<file path="src/rtl/fpba_pkg.sv">
// Shared types and constants for the fit-policy block allocator.
// Used by rtl/fit_policy_block_allocator_core.sv and tb/tb_top.sv; no dependencies.
package fpba_pkg;

  localparam int NUM_BLOCKS_DEF = 8;
  localparam int AMOUNT_W       = 16;
  localparam int SLOT_W         = 3;
  localparam int MODE_W         = 2;
  localparam int COUNT_W        = 4;
  localparam int CFG_INDEX_W    = 1;
  localparam int CFG_DATA_W     = 4;

  // operation codes
  localparam logic OP_LOAD    = 1'b0;
  localparam logic OP_REQUEST = 1'b1;

  // placement policies
  localparam logic [MODE_W-1:0] MODE_FIRST = 2'd0;
  localparam logic [MODE_W-1:0] MODE_BEST  = 2'd1;
  localparam logic [MODE_W-1:0] MODE_WORST = 2'd2;

  // configuration register indexes
  localparam logic [CFG_INDEX_W-1:0] REG_FIT_MODE      = 1'd0;
  localparam logic [CFG_INDEX_W-1:0] REG_BLOCKS_IN_USE = 1'd1;

  localparam logic [MODE_W-1:0]  FIT_MODE_RST      = MODE_FIRST;
  localparam logic [COUNT_W-1:0] BLOCKS_IN_USE_RST = 4'd8;

  typedef struct packed {
    logic                op;
    logic [SLOT_W-1:0]   block_slot;
    logic [AMOUNT_W-1:0] amount;
  } in_word_t;

  typedef struct packed {
    logic                granted;
    logic [SLOT_W-1:0]   chosen_block;
    logic [AMOUNT_W-1:0] leftover;
  } out_word_t;

endpackage

</file>
<file path="src/rtl/fpba_ram.sv">
// Generic simple dual-port RAM: one write port, one read port, registered read data.
// No package dependencies.
module fpba_ram #(
  parameter int WIDTH = 16,
  parameter int DEPTH = 8
) (
  input  logic                                    clk,
  input  logic                                    we,
  input  logic [((DEPTH > 1) ? $clog2(DEPTH) : 1)-1:0] waddr,
  input  logic [WIDTH-1:0]                        wdata,
  input  logic [((DEPTH > 1) ? $clog2(DEPTH) : 1)-1:0] raddr,
  output logic [WIDTH-1:0]                        rdata
);

  logic [WIDTH-1:0] mem [DEPTH];

  always_ff @(posedge clk) begin
    if (we) begin
      mem[waddr] <= wdata;
    end
    rdata <= mem[raddr];
  end

endmodule

</file>
<file path="src/rtl/fit_policy_block_allocator_core.sv">
// Top level of the fit-policy block allocator: request sequencer, scan datapath, config regs.
// Depends on fpba_pkg and fpba_ram.
//
//   channel   direction  handshake            word
//   in        into       in_valid / in_stall  fpba_pkg::in_word_t
//   out       out of     out_valid/out_stall  fpba_pkg::out_word_t
//   cfg       into       cfg_we               cfg_index, cfg_data
//
// A load word writes the block table directly.
// A request reads the table memory one block a cycle over the blocks searched; a further
// step evaluates the last entry, another closes the scan and one writes back; with nothing
// searched the scan closes at once.
// Reset (rst, synchronous) empties the result register and restores the config registers;
// the block table keeps whatever it held. in_stall is high while a request is in work; a
// stalled result holds the write-back step until the out side takes the waiting word.
module fit_policy_block_allocator_core #(
  parameter int NUM_BLOCKS = fpba_pkg::NUM_BLOCKS_DEF
) (
  input  logic                               clk,
  input  logic                               rst,
  input  logic                               in_valid,
  output logic                               in_stall,
  input  fpba_pkg::in_word_t                 in_word,
  output logic                               out_valid,
  input  logic                               out_stall,
  output fpba_pkg::out_word_t                out_word,
  input  logic                               cfg_we,
  input  logic [fpba_pkg::CFG_INDEX_W-1:0]   cfg_index,
  input  logic [fpba_pkg::CFG_DATA_W-1:0]    cfg_data
);

  localparam int AW = (NUM_BLOCKS > 1) ? $clog2(NUM_BLOCKS) : 1;
  localparam int CW = $clog2(NUM_BLOCKS + 1);
  localparam int LW = (CW > fpba_pkg::COUNT_W) ? CW : fpba_pkg::COUNT_W;

  localparam logic [1:0] ST_IDLE = 2'd0;
  localparam logic [1:0] ST_SCAN = 2'd1;
  localparam logic [1:0] ST_FIN  = 2'd2;

  logic [1:0]                      state;
  logic [fpba_pkg::MODE_W-1:0]     fit_mode;
  logic [fpba_pkg::COUNT_W-1:0]    blocks_in_use;
  logic [LW-1:0]                   cnt;
  logic [LW-1:0]                   lim;
  logic [LW-1:0]                   lim_next;
  logic                            pend;
  logic [AW-1:0]                   pidx;
  logic [fpba_pkg::AMOUNT_W-1:0]   req_amount;
  logic                            found;
  logic [AW-1:0]                   pick;
  logic [fpba_pkg::AMOUNT_W-1:0]   best;

  logic                            in_accept;
  logic                            load_ok;
  logic                            fin_go;
  logic                            issue;
  logic                            ram_we;
  logic [AW-1:0]                   ram_waddr;
  logic [fpba_pkg::AMOUNT_W-1:0]   ram_wdata;
  logic [AW-1:0]                   ram_raddr;
  logic [fpba_pkg::AMOUNT_W-1:0]   ram_rdata;
  logic                            fits;
  logic [fpba_pkg::AMOUNT_W-1:0]   left;
  logic                            take;

  assign in_stall  = (state != ST_IDLE);
  assign in_accept = in_valid && !in_stall;
  assign load_ok   = (int'(in_word.block_slot) < NUM_BLOCKS);
  assign fin_go    = (state == ST_FIN) && (!out_valid || !out_stall);
  assign issue     = (state == ST_SCAN) && (cnt < lim);

  // searched block count; an unknown policy searches nothing
  always_comb begin
    if (fit_mode != fpba_pkg::MODE_FIRST && fit_mode != fpba_pkg::MODE_BEST &&
        fit_mode != fpba_pkg::MODE_WORST) begin
      lim_next = '0;
    end else if (int'(blocks_in_use) > NUM_BLOCKS) begin
      lim_next = LW'(NUM_BLOCKS);
    end else begin
      lim_next = LW'(blocks_in_use);
    end
  end

  always_comb begin
    if (state == ST_FIN) begin
      ram_we    = fin_go && found;
      ram_waddr = pick;
      ram_wdata = best;
    end else begin
      ram_we    = in_accept && (in_word.op == fpba_pkg::OP_LOAD) && load_ok;
      ram_waddr = AW'(in_word.block_slot);
      ram_wdata = in_word.amount;
    end
  end

  assign ram_raddr = cnt[AW-1:0];

  fpba_ram #(
    .WIDTH (fpba_pkg::AMOUNT_W),
    .DEPTH (NUM_BLOCKS)
  ) u_table (
    .clk   (clk),
    .we    (ram_we),
    .waddr (ram_waddr),
    .wdata (ram_wdata),
    .raddr (ram_raddr),
    .rdata (ram_rdata)
  );

  // evaluate the entry that came back from the table this cycle
  assign fits = pend && (ram_rdata != '0) && (req_amount <= ram_rdata);
  assign left = ram_rdata - req_amount;

  always_comb begin
    take = 1'b0;
    if (fits) begin
      if (!found) begin
        take = 1'b1;
      end else if (fit_mode == fpba_pkg::MODE_BEST) begin
        take = (left < best);
      end else if (fit_mode == fpba_pkg::MODE_WORST) begin
        take = (left > best);
      end
    end
  end

  always_ff @(posedge clk) begin
    if (rst) begin
      state         <= ST_IDLE;
      fit_mode      <= fpba_pkg::FIT_MODE_RST;
      blocks_in_use <= fpba_pkg::BLOCKS_IN_USE_RST;
      out_valid     <= 1'b0;
      pend          <= 1'b0;
      found         <= 1'b0;
      cnt           <= '0;
    end else begin
      if (cfg_we) begin
        case (cfg_index)
          fpba_pkg::REG_FIT_MODE:      fit_mode      <= cfg_data[fpba_pkg::MODE_W-1:0];
          fpba_pkg::REG_BLOCKS_IN_USE: blocks_in_use <= cfg_data[fpba_pkg::COUNT_W-1:0];
          default: ;
        endcase
      end

      if (fin_go) begin
        out_valid <= 1'b1;
      end else if (out_valid && !out_stall) begin
        out_valid <= 1'b0;
      end

      case (state)
        ST_IDLE: begin
          if (in_accept && (in_word.op == fpba_pkg::OP_REQUEST)) begin
            state      <= ST_SCAN;
            req_amount <= in_word.amount;
            lim        <= lim_next;
            cnt        <= '0;
            pend       <= 1'b0;
            found      <= 1'b0;
          end
        end
        ST_SCAN: begin
          pend <= issue;
          if (issue) begin
            pidx <= cnt[AW-1:0];
            cnt  <= cnt + 1'b1;
          end
          if (take) begin
            found <= 1'b1;
            pick  <= pidx;
            best  <= left;
          end
          if (!issue && !pend) begin
            state <= ST_FIN;
          end
        end
        ST_FIN: begin
          // write back the chosen block and post the result
          if (fin_go) begin
            if (found) begin
              out_word.granted      <= 1'b1;
              out_word.chosen_block <= fpba_pkg::SLOT_W'(pick);
              out_word.leftover     <= best;
            end else begin
              out_word.granted      <= 1'b0;
              out_word.chosen_block <= '0;
              out_word.leftover     <= '0;
            end
            state <= ST_IDLE;
          end
        end
        default: begin
          state <= ST_IDLE;
        end
      endcase
    end
  end

endmodule

</file>
<file path="config.mk">
export PLATFORM = sky130hd
export DESIGN_NAME = fit_policy_block_allocator_core
export DESIGN_NICKNAME = d
export VERILOG_FILES = /design/src/rtl/fpba_pkg.sv /design/src/rtl/fpba_ram.sv /design/src/rtl/fit_policy_block_allocator_core.sv
export SDC_FILE = /design/constraint.sdc
export NUM_CORES = 1
export LEC_CHECK = 0
export ABC_AREA = 0
export BUFFER_PORTS_ARGS = -buffer_cell sky130_fd_sc_hd__buf_2
export CAP_MARGIN = 40
export CORE_MARGIN = 8
export CORE_UTILIZATION = 25
export DETAILED_ROUTE_END_ITERATION = 12
export PLACE_DENSITY = 0.38
export SLEW_MARGIN = 20
export SYNTH_ARGS = -nofsm -noshare
export SYNTH_HDL_FRONTEND = slang
export SYNTH_SLANG_ARGS = --single-unit
</file>
<file path="constraint.sdc">
create_clock -name clk -period 9.3 [get_ports clk]
set_input_delay 1.86 -clock clk [delete_from_list [all_inputs] [get_ports clk]]
set_output_delay 1.86 -clock clk [all_outputs]
set_load 0.03 [all_outputs]
</file>
==> flow_summary.json <==
{
  "slew_viol_final": 0,
  "sequential_cell_area_mm2": 0.00633,
  "grt_util_all_layers": 0.101,
  "fp.coreArea_mm2": 0.0374,
  "chipHeight_um": 210,
  "critical_path.cell_chain": "ha_1 > inv_1 > fa_1 > nand3_1 > a21oi_1 > o21ai_0 > a21boi_0 > nor4_1 > a311o_1 > ha_1 > nand4_1 > a211oi_1 > o31ai_1 > a2111oi_0 > nand3b_1 > and3_1 > buf_8",
  "crit_top_cell": "ha_1",
  "netlist_instances": 629,
  "drc_errors": 0,
  "master_cell_of_the_clock_root_buffer": "clkbuf_16",
  "numClockSinks": 221,
  "final_cell_mix": "edfxtp_1 (190), buf_2 (60), inv_1 (46)",
  "synthesis_warning_total": 0,
  "place_congestion": 0.842,
  "synth_area_mm2": 0.00941,
  "final_period_util": 0.464,
  "hold_start": "pidx[0]",
  "critical_path.max_fanout": 13,
  "multi_input_area_mm2": 0.00283,
  "cts.clk_slew.worst_paths_ns": 0.06,
  "antenna_violating_nets_post_route": 0,
  "chipWidth_um": 210,
  "min_path_cells": 0,
  "total_power_mw": 2.14,
  "final-hold-violation-count": 0,
  "worst_tran_pin_value_ns": 0.841,
  "fin_tns_setup_ns": 0,
  "placed_cells_incl_taps": 1189,
  "place.detailed.hpwl_um": 15500,
  "htree_num_levels": 1,
  "drv_cap": 0,
  "max_freq_mhz": 232,
  "detail_route.wl_per_cell_um": 18.1,
  "synth-seq-area-share": 0.672,
  "first_global_vias": 5687,
  "cp.arrival_ns": 4.53,
  "leakagePower_nw": 3.89,
  "critical-path-slowest-cell": "and3_1",
  "timing.hold.worst.class": "register to register",
  "final_wirelength_um": 22400,
  "setup.worst_path.start_class": "register",
  "ir_worst_vdd_uv": 96.7,
  "ff2ff_path_depth": 17,
  "grt_start_max_net_pins": 40,
  "path_class": "register to register",
  "grt.overflow.total": 0,
  "min_delay_worst_endpoint": "pick[0]",
  "diodes": 0,
  "syn_area_per_cell_um2": 15.0,
  "post_cts_resized": 0,
  "worst_skew_pair.late_latency_ns": 0.51,
  "synth_edf_count": 190,
  "count_of_port_buffers_added_during_placement": 51,
  "yosys_most_used_dff": "edfxtp_1",
  "core.rowCount": 71,
  "routed-via-count": 5355,
  "firstDrtPassIters": 4,
  "route.detailed.vias_per_inst": 4.32,
  "synthesis_stage_register_bit_count": 221,
  "fin_nets": 778,
  "tritoncts": "built",
  "filler_cells_inserted": 3745,
  "cts_buffers": 25,
  "post_cts.repair.setup_buffers": 0,
  "layout.cells.most_common": "edfxtp_1",
  "cts_hold_repair.buffers": 0,
  "ys_async_sr_fraction": 0,
  "post_layout_nonfiller_instances": 1240,
  "number_of_antenna_violations_at_the_first_check_in_global_routing": 0,
  "rrSetupSlack_ns": 4.99,
  "timing.max_slew.rel_slack": 0.433,
  "grt_pass1_wl_um": 34200,
  "power.density_mw_per_mm2": 191,
  "finalSetupViolations": 0,
  "cts_max_path_buffers": 3,
  "critical_path.max_stage_delay_ns": 0.41,
  "fp.dieArea_mm2": 0.0441,
  "ios": 52,
  "run_status": "finished clean",
  "drive_above_1_share": 0.217,
  "syn2layout_area_growth_pct": 18.6,
  "synth_fp_nets": 696,
  "period_needed_ns": 4.31,
  "fin_worst_skew_ns": 0.0111,
  "worst_setup_path_end_kind": "register",
  "drt-initial-drc-count": 331,
  "initial_utilization": 0.252,
  "critical_path.reg2reg.startpoint": "req_amount[0]",
  "timing.rr.end": "best[10]",
  "cp_data_required_time_ns": 9.51,
  "grt_setup_unrepaired": "false",
  "synth_cell_type_count": 49
}
-- through the flow --
stage,cell area [um^2],hold slack (ns),utilization,setup slack (ns)
floorplan,9410,0.400,-,5.45
global placement,10300,0.405,0.276,4.89
detailed placement,10400,0.407,0.277,4.74
CTS,11100,0.421,0.297,4.71
global route,11200,0.424,0.298,4.47
finish,11200,0.420,0.298,4.99
-- synthesized netlist by cell type (all sizes together) (2+ instances only) --
cell | count | share of area
edfxtp | 190 | 0.61
inv | 46 | 0.018
nand2 | 43 | 0.017
a21oi | 36 | 0.019
ha | 36 | 0.048
mux4 | 32 | 0.077
dfxtp | 31 | 0.066
o21ai | 29 | 0.015
nor2 | 25 | 0.010
and2 | 23 | 0.015
clkbuf | 16 | 0.0064
mux2 | 16 | 0.019
nand3 | 12 | 0.0064
nand2b | 9 | 0.0060
nand4 | 9 | 0.0060
xnor2 | 9 | 0.0084
a31oi | 6 | 0.0040
nor4 | 6 | 0.0040
and3 | 4 | 0.0027
buf | 4 | 0.0028
nor3 | 4 | 0.0021
xor2 | 4 | 0.0037
a21boi | 3 | 0.0024
a21o | 3 | 0.0024
nor3b | 3 | 0.0024
o211ai | 3 | 0.0024
a211o | 2 | 0.0019
a211oi | 2 | 0.0016
mux2i | 2 | 0.0021
nand3b | 2 | 0.0016
nor2b | 2 | 0.0013
o2111ai | 2 | 0.0019
-- metal layers --
metal,up-vias,GRT usage,part of all wire
li1,2556,-,-
met1,2703,0.130,0.46
met2,72,0.177,0.50
met3,24,0.0150,0.030
met4,0,0.0243,0.014
met5,-,0,0
-- state kept, by name, indices dropped and copies added (netlist names) --
signal,flops
u_table.mem,128
out_word,20
best,16
req_amount,16
u_table.rdata,16
blocks_in_use,4
cnt,4
lim,4
pick,3
pidx,3
fit_mode,2
state,2
found,1
out_valid,1
pend,1
-- cell type report --
cell class / count / area share
well taps: 511 / 0.0573
repair buffers: 75 / 0.0383
multi-input cells: 342 / 0.253
clock inverters: 6 / 0.00348
flip-flops and latches: 221 / 0.567
inverters: 46 / 0.0155
clock buffers: 39 / 0.0653
-- critical path: cells and delay by family, from the launching register on --
family / cells / cell delay (ns)
AO/OA/AOI/OAI: 7 / 1.75
adder cells (fa/ha/maj): 3 / 0.71
buffers and inverters: 2 / 0.27
flip-flops: 1 / 0.37
AND/OR/NAND/NOR: 5 / 0.92
-- worst max-delay path by stage --
stage / slack (ns) / cells past startpoint / endpoint / from
finish: 4.99 / 17 / best[10] / req_amount[0]
global placement: 4.89 / 16 / best[3] / req_amount[0]
CTS: 4.71 / 16 / pick[1] / req_amount[0]
floorplan: 5.45 / 16 / best[0] / req_amount[0]
detailed placement: 4.74 / 16 / best[3] / u_table.rdata[0]
global route: 4.47 / 18 / best[2] / u_table.rdata[0]
-- where the power goes --
part | internal (mW) | switching [mW]
combinational | 0.0466 | 0.0795
clock | 0.536 | 0.371
sequential | 1.10 | 0.00693
-- cells by family (layout without fill, tap and decap cells) --
| kind of cell | count (synthesis) | in the layout | synth area share |
|---|---|---|---|
| compound gates | 96 | 96 | 0.0608 |
| xor+xnor | 13 | 13 | 0.0121 |
| fa+ha+maj | 37 | 37 | 0.0500 |
| buf+inv | 66 | 166 | 0.0275 |
| flops | 221 | 221 | 0.672 |
| mux | 50 | 50 | 0.0987 |
| simple gates | 146 | 146 | 0.0785 |
Note: power is estimated with default switching activity, not from simulation.
